==> src/assert_macros.svh <==
// Assertion helpers used by the heap RTL.
`ifndef ASSERT_MACROS_SVH
`define ASSERT_MACROS_SVH
`ifndef SYNTH
`define ASSERT_IMPL(label, clk, rst, ante, cons) \
  label: assert property (@(posedge clk) disable iff (rst) (ante) |-> (cons)) \
    else $error("assertion failed");
`define ASSERT_NEXT(label, clk, rst, ante, cons) \
  label: assert property (@(posedge clk) disable iff (rst) (ante) |=> (cons)) \
    else $error("assertion failed");
`else
`define ASSERT_IMPL(label, clk, rst, ante, cons)
`define ASSERT_NEXT(label, clk, rst, ante, cons)
`endif
`endif

==> src/ibh_pkg.sv <==
package ibh_pkg;
  localparam int HEAP_DEPTH_DEF = 64;
  localparam int TAG_COUNT_DEF  = 64;
  localparam int KEY_BITS_DEF   = 32;

  localparam int CMD_W    = 3;
  localparam int KEY_W    = 32;
  localparam int TAG_W    = 6;
  localparam int POS_W    = 6;
  localparam int STATUS_W = 2;
  localparam int OCC_W    = 7;

  typedef enum logic [CMD_W-1:0] {
    CMD_PUT    = 3'd0,
    CMD_POP    = 3'd1,
    CMD_REMOVE = 3'd2,
    CMD_REKEY  = 3'd3,
    CMD_UPSERT = 3'd4,
    CMD_PEEK   = 3'd5
  } cmd_t;

  typedef enum logic [STATUS_W-1:0] {
    ST_OK       = 2'd0,
    ST_NOTFOUND = 2'd1,
    ST_FULL     = 2'd2,
    ST_QUEUED   = 2'd3
  } status_t;
endpackage

==> src/ibh_if.sv <==
interface ibh_req_if;
  import ibh_pkg::*;
  logic               valid;
  logic               ready;
  logic [CMD_W-1:0]   cmd;
  logic [KEY_W-1:0]   key;
  logic [TAG_W-1:0]   tag;
  logic [POS_W-1:0]   position;
  modport source (output valid, cmd, key, tag, position, input ready);
  modport sink   (input valid, cmd, key, tag, position, output ready);
endinterface

interface ibh_rsp_if;
  import ibh_pkg::*;
  logic                valid;
  logic                ready;
  logic [STATUS_W-1:0] status;
  logic [TAG_W-1:0]    out_tag;
  logic [KEY_W-1:0]    out_key;
  logic [OCC_W-1:0]    occupancy;
  modport source (output valid, status, out_tag, out_key, occupancy, input ready);
  modport sink   (input valid, status, out_tag, out_key, occupancy, output ready);
endinterface

interface ibh_cfg_if;
  logic valid;
  logic ready;
  logic data;
  modport source (output valid, data, input ready);
  modport sink   (input valid, data, output ready);
endinterface

==> src/ibh_cmp.sv <==
module ibh_cmp #(
  parameter int KW = 32
) (
  input  logic          descending,
  input  logic [KW-1:0] a,
  input  logic [KW-1:0] b,
  output logic          a_first
);
  // Strict ordering: equal keys never move past each other.
  assign a_first = descending ? (a > b) : (a < b);
endmodule

==> src/ibh_heap_ram.sv <==
module ibh_heap_ram #(
  parameter int DEPTH = 64,
  parameter int KW    = 32,
  parameter int TW    = 6
) (
  input  logic                     clk,
  input  logic                     ra_en,
  input  logic [$clog2(DEPTH)-1:0] ra_addr,
  output logic [KW-1:0]            ra_key,
  output logic [TW-1:0]            ra_tag,
  input  logic                     rb_en,
  input  logic [$clog2(DEPTH)-1:0] rb_addr,
  output logic [KW-1:0]            rb_key,
  output logic [TW-1:0]            rb_tag,
  input  logic                     w_en,
  input  logic [$clog2(DEPTH)-1:0] w_addr,
  input  logic [KW-1:0]            w_key,
  input  logic [TW-1:0]            w_tag
);
  logic [KW-1:0] keys [DEPTH];
  logic [TW-1:0] tags [DEPTH];

  always_ff @(posedge clk) begin
    if (w_en) begin
      keys[w_addr] <= w_key;
      tags[w_addr] <= w_tag;
    end
    if (ra_en) begin
      ra_key <= keys[ra_addr];
      ra_tag <= tags[ra_addr];
    end
    if (rb_en) begin
      rb_key <= keys[rb_addr];
      rb_tag <= tags[rb_addr];
    end
  end
endmodule

==> src/ibh_slot_ram.sv <==
module ibh_slot_ram #(
  parameter int DEPTH = 64,
  parameter int DW    = 7
) (
  input  logic                     clk,
  input  logic                     r_en,
  input  logic [$clog2(DEPTH)-1:0] r_addr,
  output logic [DW-1:0]            r_data,
  input  logic                     w_en,
  input  logic [$clog2(DEPTH)-1:0] w_addr,
  input  logic [DW-1:0]            w_data
);
  logic [DW-1:0] mem [DEPTH];

  always_ff @(posedge clk) begin
    if (w_en) begin
      mem[w_addr] <= w_data;
    end
    if (r_en) begin
      r_data <= mem[r_addr];
    end
  end
endmodule

==> src/indexed_binary_min_heap.sv <==
// Channel   Direction  Carries
// rq        in         cmd, key, tag, position
// rsp       out        status, out_tag, out_key, occupancy
// cfg       in         order_descending (data)
//
// With no change of shape, an accepted command passes S_RD, S_DEC and S_DONE before rsp.valid.
// A put sifts up from the new last slot and ends in S_FIN. A sift-down takes S_DISS, S_DCMPL
// and S_DCMPR per level, a sift-up S_UISS and S_UCMP per level, and a pop or remove that
// refills a hole first reads the last entry in S_LAST and S_LASTD.
// rq.ready stays low while a result waits, and returns the cycle after rsp is taken.
// After reset the tag position memory is swept clear with rq.ready low; cfg writes
// are taken at any time.
module indexed_binary_min_heap #(
  parameter int HEAP_DEPTH = ibh_pkg::HEAP_DEPTH_DEF,
  parameter int TAG_COUNT  = ibh_pkg::TAG_COUNT_DEF,
  parameter int KEY_BITS   = ibh_pkg::KEY_BITS_DEF
) (
  input logic     clk,
  input logic     rst,
  ibh_req_if.sink rq,
  ibh_rsp_if.source rsp,
  ibh_cfg_if.sink cfg
);
  import ibh_pkg::*;
`include "assert_macros.svh"

  localparam int PI  = $clog2(HEAP_DEPTH);
  localparam int CW  = $clog2(HEAP_DEPTH + 1);
  localparam int CHW = PI + 2;
  localparam int TI  = $clog2(TAG_COUNT);
  localparam int SK  = (KEY_BITS < KEY_W) ? KEY_BITS : KEY_W;
  localparam logic [CW-1:0] NOT_QUEUED = CW'(HEAP_DEPTH);

  typedef enum logic [3:0] {
    S_CLEAR, S_IDLE, S_RD, S_DEC, S_LAST, S_LASTD, S_DISS, S_DCMPL, S_DCMPR,
    S_UISS, S_UCMP, S_FIN, S_DONE
  } state_t;

  state_t        state;
  logic [CW-1:0] cnt;
  logic          order;
  logic [TI-1:0] clr;
  logic [CMD_W-1:0] cmd_q;
  logic [SK-1:0]    key_q;
  logic [TAG_W-1:0] tag_q;
  logic [POS_W-1:0] pos_q;
  logic [SK-1:0]    x_key;
  logic [TAG_W-1:0] x_tag;
  logic [PI-1:0]    hole;
  logic             moved;
  logic             best_sel;
  logic [SK-1:0]    best_key;
  logic [TAG_W-1:0] best_tag;
  logic [STATUS_W-1:0] res_status;
  logic [TAG_W-1:0]    res_tag;
  logic [SK-1:0]       res_key;

  logic             ra_en, rb_en, hw_en;
  logic [PI-1:0]    ra_addr, rb_addr, hw_addr;
  logic [SK-1:0]    ra_key, rb_key, hw_key;
  logic [TAG_W-1:0] ra_tag, rb_tag, hw_tag;
  logic             sr_en, sw_en;
  logic [TI-1:0]    sr_addr, sw_addr;
  logic [CW-1:0]    slot_rd, sw_data;

  logic [SK-1:0]  cmp_a, cmp_b;
  logic           first;
  logic [CHW-1:0] left, right;
  logic [PI-1:0]  parent;
  logic           tag_ok, queued, full, do_insert, do_rekey;
  logic           right_move, down_move;
  logic [SK-1:0]  child_key;
  logic [TAG_W-1:0] child_tag;
  logic [PI-1:0]  child_pos;

  ibh_heap_ram #(.DEPTH(HEAP_DEPTH), .KW(SK), .TW(TAG_W)) u_heap (
    .clk(clk),
    .ra_en(ra_en), .ra_addr(ra_addr), .ra_key(ra_key), .ra_tag(ra_tag),
    .rb_en(rb_en), .rb_addr(rb_addr), .rb_key(rb_key), .rb_tag(rb_tag),
    .w_en(hw_en), .w_addr(hw_addr), .w_key(hw_key), .w_tag(hw_tag)
  );

  ibh_slot_ram #(.DEPTH(TAG_COUNT), .DW(CW)) u_slot (
    .clk(clk),
    .r_en(sr_en), .r_addr(sr_addr), .r_data(slot_rd),
    .w_en(sw_en), .w_addr(sw_addr), .w_data(sw_data)
  );

  ibh_cmp #(.KW(SK)) u_cmp (
    .descending(order), .a(cmp_a), .b(cmp_b), .a_first(first)
  );

  assign left   = {1'b0, hole, 1'b1};
  assign right  = left + 1'b1;
  assign parent = (hole - 1'b1) >> 1;
  assign tag_ok = tag_q < TAG_COUNT;
  assign queued = tag_ok && (slot_rd < cnt);
  assign full   = cnt >= NOT_QUEUED;
  assign do_insert = tag_ok && !queued &&
                     ((cmd_q == CMD_PUT) || (cmd_q == CMD_UPSERT));
  assign do_rekey  = queued && ((cmd_q == CMD_REKEY) || (cmd_q == CMD_UPSERT));

  assign right_move = (right < CHW'(cnt)) && first;
  assign down_move  = right_move || best_sel;
  assign child_key  = right_move ? rb_key : best_key;
  assign child_tag  = right_move ? rb_tag : best_tag;
  assign child_pos  = right_move ? right[PI-1:0] : left[PI-1:0];

  // The result registers and the count must hold while a result waits.
  assign rq.ready  = (state == S_IDLE) && !rsp.valid;
  assign cfg.ready = 1'b1;
  assign rsp.status    = res_status;
  assign rsp.out_tag   = res_tag;
  assign rsp.out_key   = KEY_W'(res_key);
  assign rsp.occupancy = OCC_W'(cnt);

  always_comb begin
    case (state)
      S_DCMPL: begin
        cmp_a = ra_key;
        cmp_b = x_key;
      end
      S_DCMPR: begin
        cmp_a = rb_key;
        cmp_b = best_key;
      end
      default: begin
        cmp_a = x_key;
        cmp_b = ra_key;
      end
    endcase
  end

  always_comb begin
    ra_en = 1'b0;
    ra_addr = '0;
    rb_en = 1'b0;
    rb_addr = '0;
    hw_en = 1'b0;
    hw_addr = hole;
    hw_key = x_key;
    hw_tag = x_tag;
    sr_en = 1'b0;
    sr_addr = TI'(tag_q);
    sw_en = 1'b0;
    sw_addr = TI'(x_tag);
    sw_data = CW'(hole);
    case (state)
      S_CLEAR: begin
        sw_en = 1'b1;
        sw_addr = clr;
        sw_data = NOT_QUEUED;
      end
      S_RD: begin
        sr_en = 1'b1;
        ra_en = 1'b1;
        ra_addr = (cmd_q == CMD_PEEK) ? PI'(pos_q) : '0;
      end
      S_DEC: begin
        if (cmd_q == CMD_POP && cnt != '0) begin
          sw_en = 1'b1;
          sw_addr = TI'(ra_tag);
          sw_data = NOT_QUEUED;
        end else if (cmd_q == CMD_REMOVE && queued) begin
          sw_en = 1'b1;
          sw_addr = TI'(tag_q);
          sw_data = NOT_QUEUED;
        end
      end
      S_LAST: begin
        ra_en = 1'b1;
        ra_addr = PI'(cnt);
      end
      S_DISS: begin
        if (left < CHW'(cnt)) begin
          ra_en = 1'b1;
          ra_addr = left[PI-1:0];
          rb_en = 1'b1;
          rb_addr = right[PI-1:0];
        end
      end
      S_DCMPR: begin
        if (down_move) begin
          hw_en = 1'b1;
          hw_key = child_key;
          hw_tag = child_tag;
          sw_en = 1'b1;
          sw_addr = TI'(child_tag);
        end
      end
      S_UISS: begin
        if (hole != '0) begin
          ra_en = 1'b1;
          ra_addr = parent;
        end
      end
      S_UCMP: begin
        if (first) begin
          hw_en = 1'b1;
          hw_key = ra_key;
          hw_tag = ra_tag;
          sw_en = 1'b1;
          sw_addr = TI'(ra_tag);
        end
      end
      S_FIN: begin
        hw_en = 1'b1;
        sw_en = 1'b1;
      end
      default: begin
      end
    endcase
  end

  always_ff @(posedge clk) begin
    if (rst) begin
      state <= S_CLEAR;
      cnt <= '0;
      order <= 1'b0;
      clr <= '0;
      rsp.valid <= 1'b0;
    end else begin
      if (cfg.valid) begin
        order <= cfg.data;
      end
      if (rsp.valid && rsp.ready) begin
        rsp.valid <= 1'b0;
      end
      case (state)
        S_CLEAR: begin
          clr <= clr + 1'b1;
          if (clr == TI'(TAG_COUNT - 1)) begin
            state <= S_IDLE;
          end
        end
        S_IDLE: begin
          if (rq.valid && rq.ready) begin
            cmd_q <= rq.cmd;
            key_q <= rq.key[SK-1:0];
            tag_q <= rq.tag;
            pos_q <= rq.position;
            state <= S_RD;
          end
        end
        S_RD: begin
          state <= S_DEC;
        end
        S_DEC: begin
          res_status <= ST_NOTFOUND;
          res_tag <= '0;
          res_key <= '0;
          moved <= 1'b0;
          x_key <= key_q;
          x_tag <= tag_q;
          state <= S_DONE;
          if (do_insert) begin
            if (full) begin
              res_status <= ST_FULL;
            end else begin
              res_status <= ST_OK;
              hole <= PI'(cnt);
              cnt <= cnt + 1'b1;
              state <= S_UISS;
            end
          end else if (do_rekey) begin
            res_status <= ST_OK;
            hole <= PI'(slot_rd);
            state <= S_DISS;
          end else begin
            case (cmd_q)
              CMD_PUT: begin
                if (queued) begin
                  res_status <= ST_QUEUED;
                end
              end
              CMD_POP: begin
                if (cnt != '0) begin
                  res_status <= ST_OK;
                  res_tag <= ra_tag;
                  res_key <= ra_key;
                  cnt <= cnt - 1'b1;
                  hole <= '0;
                  if (cnt != CW'(1)) begin
                    state <= S_LAST;
                  end
                end
              end
              CMD_REMOVE: begin
                if (queued) begin
                  res_status <= ST_OK;
                  cnt <= cnt - 1'b1;
                  hole <= PI'(slot_rd);
                  if (slot_rd != cnt - 1'b1) begin
                    state <= S_LAST;
                  end
                end
              end
              CMD_PEEK: begin
                if (pos_q < cnt) begin
                  res_status <= ST_OK;
                  res_tag <= ra_tag;
                  res_key <= ra_key;
                end
              end
              default: begin
              end
            endcase
          end
        end
        S_LAST: begin
          state <= S_LASTD;
        end
        S_LASTD: begin
          // The last entry refills the hole and sifts from there.
          x_key <= ra_key;
          x_tag <= ra_tag;
          state <= S_DISS;
        end
        S_DISS: begin
          if (left < CHW'(cnt)) begin
            state <= S_DCMPL;
          end else begin
            state <= moved ? S_FIN : S_UISS;
          end
        end
        S_DCMPL: begin
          best_sel <= first;
          best_key <= first ? ra_key : x_key;
          best_tag <= ra_tag;
          state <= S_DCMPR;
        end
        S_DCMPR: begin
          if (down_move) begin
            hole <= child_pos;
            moved <= 1'b1;
            state <= S_DISS;
          end else begin
            // An entry that went down cannot also go up.
            state <= moved ? S_FIN : S_UISS;
          end
        end
        S_UISS: begin
          state <= (hole == '0) ? S_FIN : S_UCMP;
        end
        S_UCMP: begin
          if (first) begin
            hole <= parent;
            state <= S_UISS;
          end else begin
            state <= S_FIN;
          end
        end
        S_FIN: begin
          state <= S_DONE;
        end
        S_DONE: begin
          if (!rsp.valid || rsp.ready) begin
            rsp.valid <= 1'b1;
            state <= S_IDLE;
          end
        end
        default: begin
          state <= S_IDLE;
        end
      endcase
    end
  end

  `ASSERT_IMPL(a_cnt_bound, clk, rst, 1'b1, cnt <= NOT_QUEUED)
  `ASSERT_IMPL(a_fin_in_heap, clk, rst, state == S_FIN, CW'(hole) < cnt)
  `ASSERT_IMPL(a_left_in_heap, clk, rst, state == S_DCMPL, left < CHW'(cnt))
  `ASSERT_NEXT(a_rsp_from_done, clk, rst, !rsp.valid && state != S_DONE, !rsp.valid)
endmodule

==> src/flat_wrapper.sv <==
// flat-port wrapper written by rule: the top's interface ports become plain ports
module indexed_binary_min_heap_flat import ibh_pkg::*;
#(
  parameter int HEAP_DEPTH = ibh_pkg::HEAP_DEPTH_DEF,
  parameter int TAG_COUNT  = ibh_pkg::TAG_COUNT_DEF,
  parameter int KEY_BITS   = ibh_pkg::KEY_BITS_DEF
)
  (clk, rst, rq_valid, rq_cmd, rq_key, rq_tag, rq_position, rq_ready, rsp_valid, rsp_status, rsp_out_tag, rsp_out_key, rsp_occupancy, rsp_ready, cfg_valid, cfg_data, cfg_ready);
  ibh_req_if rq_i ();
  ibh_rsp_if rsp_i ();
  ibh_cfg_if cfg_i ();
  input logic clk;
  input logic rst;
  input wire logic [$bits(rq_i.valid)-1:0] rq_valid;
  input wire logic [$bits(rq_i.cmd)-1:0] rq_cmd;
  input wire logic [$bits(rq_i.key)-1:0] rq_key;
  input wire logic [$bits(rq_i.tag)-1:0] rq_tag;
  input wire logic [$bits(rq_i.position)-1:0] rq_position;
  output wire logic [$bits(rq_i.ready)-1:0] rq_ready;
  output wire logic [$bits(rsp_i.valid)-1:0] rsp_valid;
  output wire logic [$bits(rsp_i.status)-1:0] rsp_status;
  output wire logic [$bits(rsp_i.out_tag)-1:0] rsp_out_tag;
  output wire logic [$bits(rsp_i.out_key)-1:0] rsp_out_key;
  output wire logic [$bits(rsp_i.occupancy)-1:0] rsp_occupancy;
  input wire logic [$bits(rsp_i.ready)-1:0] rsp_ready;
  input wire logic [$bits(cfg_i.valid)-1:0] cfg_valid;
  input wire logic [$bits(cfg_i.data)-1:0] cfg_data;
  output wire logic [$bits(cfg_i.ready)-1:0] cfg_ready;
  assign rq_i.valid = rq_valid;
  assign rq_i.cmd = rq_cmd;
  assign rq_i.key = rq_key;
  assign rq_i.tag = rq_tag;
  assign rq_i.position = rq_position;
  assign rq_ready = rq_i.ready;
  assign rsp_valid = rsp_i.valid;
  assign rsp_status = rsp_i.status;
  assign rsp_out_tag = rsp_i.out_tag;
  assign rsp_out_key = rsp_i.out_key;
  assign rsp_occupancy = rsp_i.occupancy;
  assign rsp_i.ready = rsp_ready;
  assign cfg_i.valid = cfg_valid;
  assign cfg_i.data = cfg_data;
  assign cfg_ready = cfg_i.ready;
  indexed_binary_min_heap #(.HEAP_DEPTH(HEAP_DEPTH), .TAG_COUNT(TAG_COUNT), .KEY_BITS(KEY_BITS)) u_core (.clk(clk), .rst(rst), .rq(rq_i), .rsp(rsp_i), .cfg(cfg_i));
endmodule
==> config.mk <==
export PLATFORM = sky130hd
export DESIGN_NAME = indexed_binary_min_heap_flat
export DESIGN_NICKNAME = d
export VERILOG_FILES = /design/src/ibh_pkg.sv /design/src/ibh_if.sv /design/src/ibh_cmp.sv /design/src/ibh_heap_ram.sv /design/src/ibh_slot_ram.sv /design/src/indexed_binary_min_heap.sv /design/src/flat_wrapper.sv
export VERILOG_INCLUDE_DIRS = /design/src /design/src/src
export SDC_FILE = /design/constraint.sdc
export NUM_CORES = 2
export LEC_CHECK = 0
export CAP_MARGIN = 0
export CORE_MARGIN = 5
export CORE_UTILIZATION = 25
export DETAILED_ROUTE_END_ITERATION = 10
export DONT_BUFFER_PORTS = 1
export GPL_ROUTABILITY_DRIVEN = 0
export PLACE_DENSITY = 0.35
export SLEW_MARGIN = 20
export SYNTH_ARGS = -nofsm -noshare
export SYNTH_HDL_FRONTEND = slang
export SYNTH_SLANG_ARGS = --single-unit
==> constraint.sdc <==
create_clock -name clk -period 13.6 [get_ports clk]
set_input_delay 1.36 -clock clk [delete_from_list [all_inputs] [get_ports clk]]
set_output_delay 1.36 -clock clk [all_outputs]
set_load 0.01 [all_outputs]
==> summary.md <==
| Metric | Value |
|---|---|
| Setup Skew | 0.0722 ns |
| I/O Buffers | 0 |
| Max-cap violations | 0 |
| Final setup fails | 0 |
| Leak Pwr | 49.7 nW |
| Clock Sinks | 3153 |
| RSZ-0062 raised after global routing | false |
| Yosys reg bits | 3153 |
| Hold buffer count at cts | 0 |
| DP Wirelength | 359000 um |
| Worst skew pair latency | 1.01 ns |
| Grt ovf | 0 |
| Final hold vios | 0 |
| Largest family of logic cells by synthesized area | multiplexers |
| Top cell type's share of synthesized area | 68.8% |
| Total track usage | 19.8% |
| Area Overhead vs Synth | 16.5% |
| DRC viols | 0 |
| Max Slew Vio Count | 0 |
| Synth Area in Compound Gates | 7.47% |
| Synth warn | 0 |
| Deepest clock path buffer count | 4 |
| Number of synthesized flops with an enable pin | 3134 |
| Fraction of final layout cells with drive strength greater than 1 | 18.7% |
| First-pass GRT wire length | 779000 um |
| Overall die height | 749 um |
| Crit Path Max Fanout | 50 |
| Detailed Routing Iterations Pass 1 | 7 |
| DRT antenna net count | 0 |
| Worst slew pin tran | 1.30 ns |
| Routed met1 length | 267000 um |
| Worst-path clk slew | 0.06 ns |
| CP Launch Type | flop |
| Clock H-tree levels | 5 |
| CP Data Required Time | 14.18 ns |
| Async SR Flop Fraction | 0% |
| Hold slack | 0.420 ns |
| Worst slew margin | 12.2% |
| DIE AREA | 0.562 mm^2 |
| Inst Count DP | 15806 |
| Die width | 749 um |
| Top cells by area, synth | edfxtp_1, mux4_2, nand2_1, nand3_1, or3_1 |
| Metal2 WL | 257000 um |
| Post-Layout Cell Count | 16515 |
| Final Worst Setup Slack | 4.42 ns |
| Initial antenna violation count | 70 |
| Layout Nets | 9068 |
| Core area | 0.545 mm^2 |
| Initial core utilization | 25.1% |
| Status | finished clean |
| Post-synthesis xor/xnor area fraction | 0.205% |
| Worst Setup SP | u_core.state[1]$_SDFFE_PP0P_ |
| Post-DR vias/cell | 5.29 |
| Syn Area/Cell | 15.2 um^2 |
| Hold depth | 1 |
| Final TNS setup | 0 ns |
| Drt wl/cell | 34.9 um |
| Netlist Area Pre-Place | 0.137 mm^2 |
| HP Start | rst |
| R2R cell count | 19 |
| CTS Buf Count | 377 |
| # Post-CTS Setup Buffers | 0 |
| Final Util | 29.2% |
| Dominant synthesized flop cell | edfxtp_1 |
| Worst Hold Endpoint | u_core.order$_SDFFE_PP0P_ |
| Critical path class | reg -> reg |
| WP data arrival | 9.76 ns |
| Largest net degree at the start of global routing | 136 |
| Worst vdd ir | 0.000103 V |
| Met3 WL post-DR | 38700 um |
| Final WL | 576000 um |
| Commonest non-fill, non-tap cell in the layout | edfxtp_1 |
| HP Class | in -> reg |
| Peak Freq | 109 MHz |
| PostCTS Resize Cnt | 0 |
| Top routing layer in use | met5 |
| CP Capture Type | flop |
| Cell Rows | 271 |
| Reg-to-reg slack, setup | 4.42 ns |
| Root buf cell | clkbuf_16 |
| Cell Pwr Density | 130 mW/mm^2 |
| Area leader, netlist | edfxtp_1 |
| Pre-CTS setup slack | 4.56 ns |
| Seq/Total Area, Yosys | 69.1% |
| Adder-Cell Fraction of Synth Area | 0.577% |
| Cell variety after synth | 79 |
| Syn Inst Count | 8976 |
| CTS tree | done |
| Syn_nets | 9092 |
| Fill count | 53992 |
| Worst R2R End | u_core.u_heap.keys[49][16]$_DFFE_PP_ |
| Final worst path period need | 9.18 ns |
| Commonest cells after routing, fill and taps aside | edfxtp_1, nand2_1, mux4_2, nand3_1, clkbuf_16 |
| Mux cell area share after synthesis | 11.6% |
| Initial drt markers | 10658 |
| DR vias | 87345 |
| Post-Synth Simple-Gate Area | 8.96% |
| Final period util | 67.5% |
| Worst r2r src | u_core.state[1]$_SDFFE_PP0P_ |
| Vias in the first global route | 85970 |
| Boundary Pins | 103 |
[final cells by class]
| cell class | instances | area [um^2] | area share, % |
|---|---|---|---|
| Sequential cell | 3153 | 94500 | 59.3 |
| Tap cell | 7234 | 9050 | 5.68 |
| Inverter | 25 | 104 | 0.0652 |
| Antenna cell | 32 | 80.1 | 0.0503 |
| Multi-Input combinational cell | 5095 | 40900 | 25.7 |
| Timing Repair Buffer | 300 | 2560 | 1.61 |
| Clock buffer | 469 | 10000 | 6.29 |
| Clock inverter | 207 | 2050 | 1.29 |
[flip-flops by register name (all words and copies together) (netlist names), 2 cells and up]
name / cells
u_core.best_key: 32
u_core.best_tag: 6
u_core.clr: 6
u_core.cmd_q: 3
u_core.hole: 6
u_core.key_q: 32
u_core.pos_q: 6
u_core.rsp.occupancy: 7
u_core.rsp.out_key: 32
u_core.rsp.out_tag: 6
u_core.rsp.status: 2
u_core.sr_addr: 6
u_core.state: 4
u_core.u_heap.keys: 2048
u_core.u_heap.ra_key: 32
u_core.u_heap.ra_tag: 6
u_core.u_heap.rb_key: 32
u_core.u_heap.rb_tag: 6
u_core.u_heap.tags: 384
u_core.u_slot.mem: 448
u_core.u_slot.r_data: 7
u_core.x_key: 32
u_core.x_tag: 6
[synth_stat cells (all sizes together) (8+ instances only)]
cell type,n
a211o,8
a211oi,40
a21oi,260
a221oi,14
a22o,36
a22oi,165
a311oi,74
a31oi,98
a32o,71
and2,49
and3,171
buf,200
clkbuf,503
dfxtp,19
edfxtp,3134
ha,63
inv,25
mux2,78
mux2i,121
mux4,609
nand2,1338
nand2b,8
nand3,456
nand4,16
nor2,173
nor2b,11
nor3,40
nor4,45
o211ai,190
o21ai,390
o22ai,101
o41ai,32
or3,312
or4,11
xnor2,23
xor2,9
[critical path: stages (launching register included)]
cell	delay, ns
dfxtp_1	0.89
nor2_1	0.25
nand2_1	0.35
clkinv_2	0.15
nor2_4	0.31
buf_4	0.49
a21oi_1	0.15
ha_1	0.34
nand4_1	0.15
or4_4	0.59
a311oi_4	0.30
nor2_1	0.14
or2_2	0.68
inv_1	0.14
buf_4	0.48
o211ai_1	0.30
a21oi_4	0.67
nand3_1	0.86
nor2_4	0.65
buf_4	0.69
[how the worst max path moves through the flow]
stage	cells past startpoint	slack, ns	to
after global placement	20	4.23	u_core.u_heap.keys[49][14]$_DFFE_PP_
after detailed placement	19	4.56	u_core.u_heap.keys[49][14]$_DFFE_PP_
after CTS	19	4.52	u_core.u_heap.keys[49][16]$_DFFE_PP_
after floorplan	19	5.91	u_core.u_heap.keys[0][10]$_DFFE_PP_
final	19	4.42	u_core.u_heap.keys[49][16]$_DFFE_PP_
after global routing	19	3.97	u_core.u_heap.keys[49][16]$_DFFE_PP_
[power by group]
part | internal (W) | switching (W)
Sequential | 0.0105 | 0.00000314
Clock | 0.00581 | 0.00426
Combinational | 0.0000112 | 0.0000340
[cells by family (layout without fill, tap and decap cells)]
| kind of cell | after synthesis | in the layout |
|---|---|---|
| XOR/XNOR | 32 | 32 |
| AND/OR/NAND/NOR | 2648 | 2648 |
| adder cells (fa/ha/maj) | 63 | 63 |
| other | 1 | 33 |
| multiplexers | 808 | 808 |
| flip-flops | 3153 | 3153 |
| AO/OA/AOI/OAI | 1543 | 1543 |
| buffers and inverters | 728 | 1001 |
[layer usage]
| layer | vias up | GRT usage (%) |
|---|---|---|
| met2 | 3651 | 30.6 |
| met4 | 10 | 4.47 |
| met5 | - | 0 |
| met1 | 47288 | 29.2 |
| li1 | 35771 | - |
| met3 | 625 | 3.16 |
[stage by stage]
| stage | area [um^2] | power, W |
|---|---|---|
| 2_1_floorplan | 137000 | 0.0108 |
| 3_3_place_gp | 147000 | 0.0108 |
| 3_5_place_dp | 147000 | 0.0108 |
| 4_1_cts | 159000 | 0.0209 |
| 5_1_grt | 159000 | 0.0213 |
| 6_report | 159000 | 0.0207 |
(Power assumes the default switching activity.)
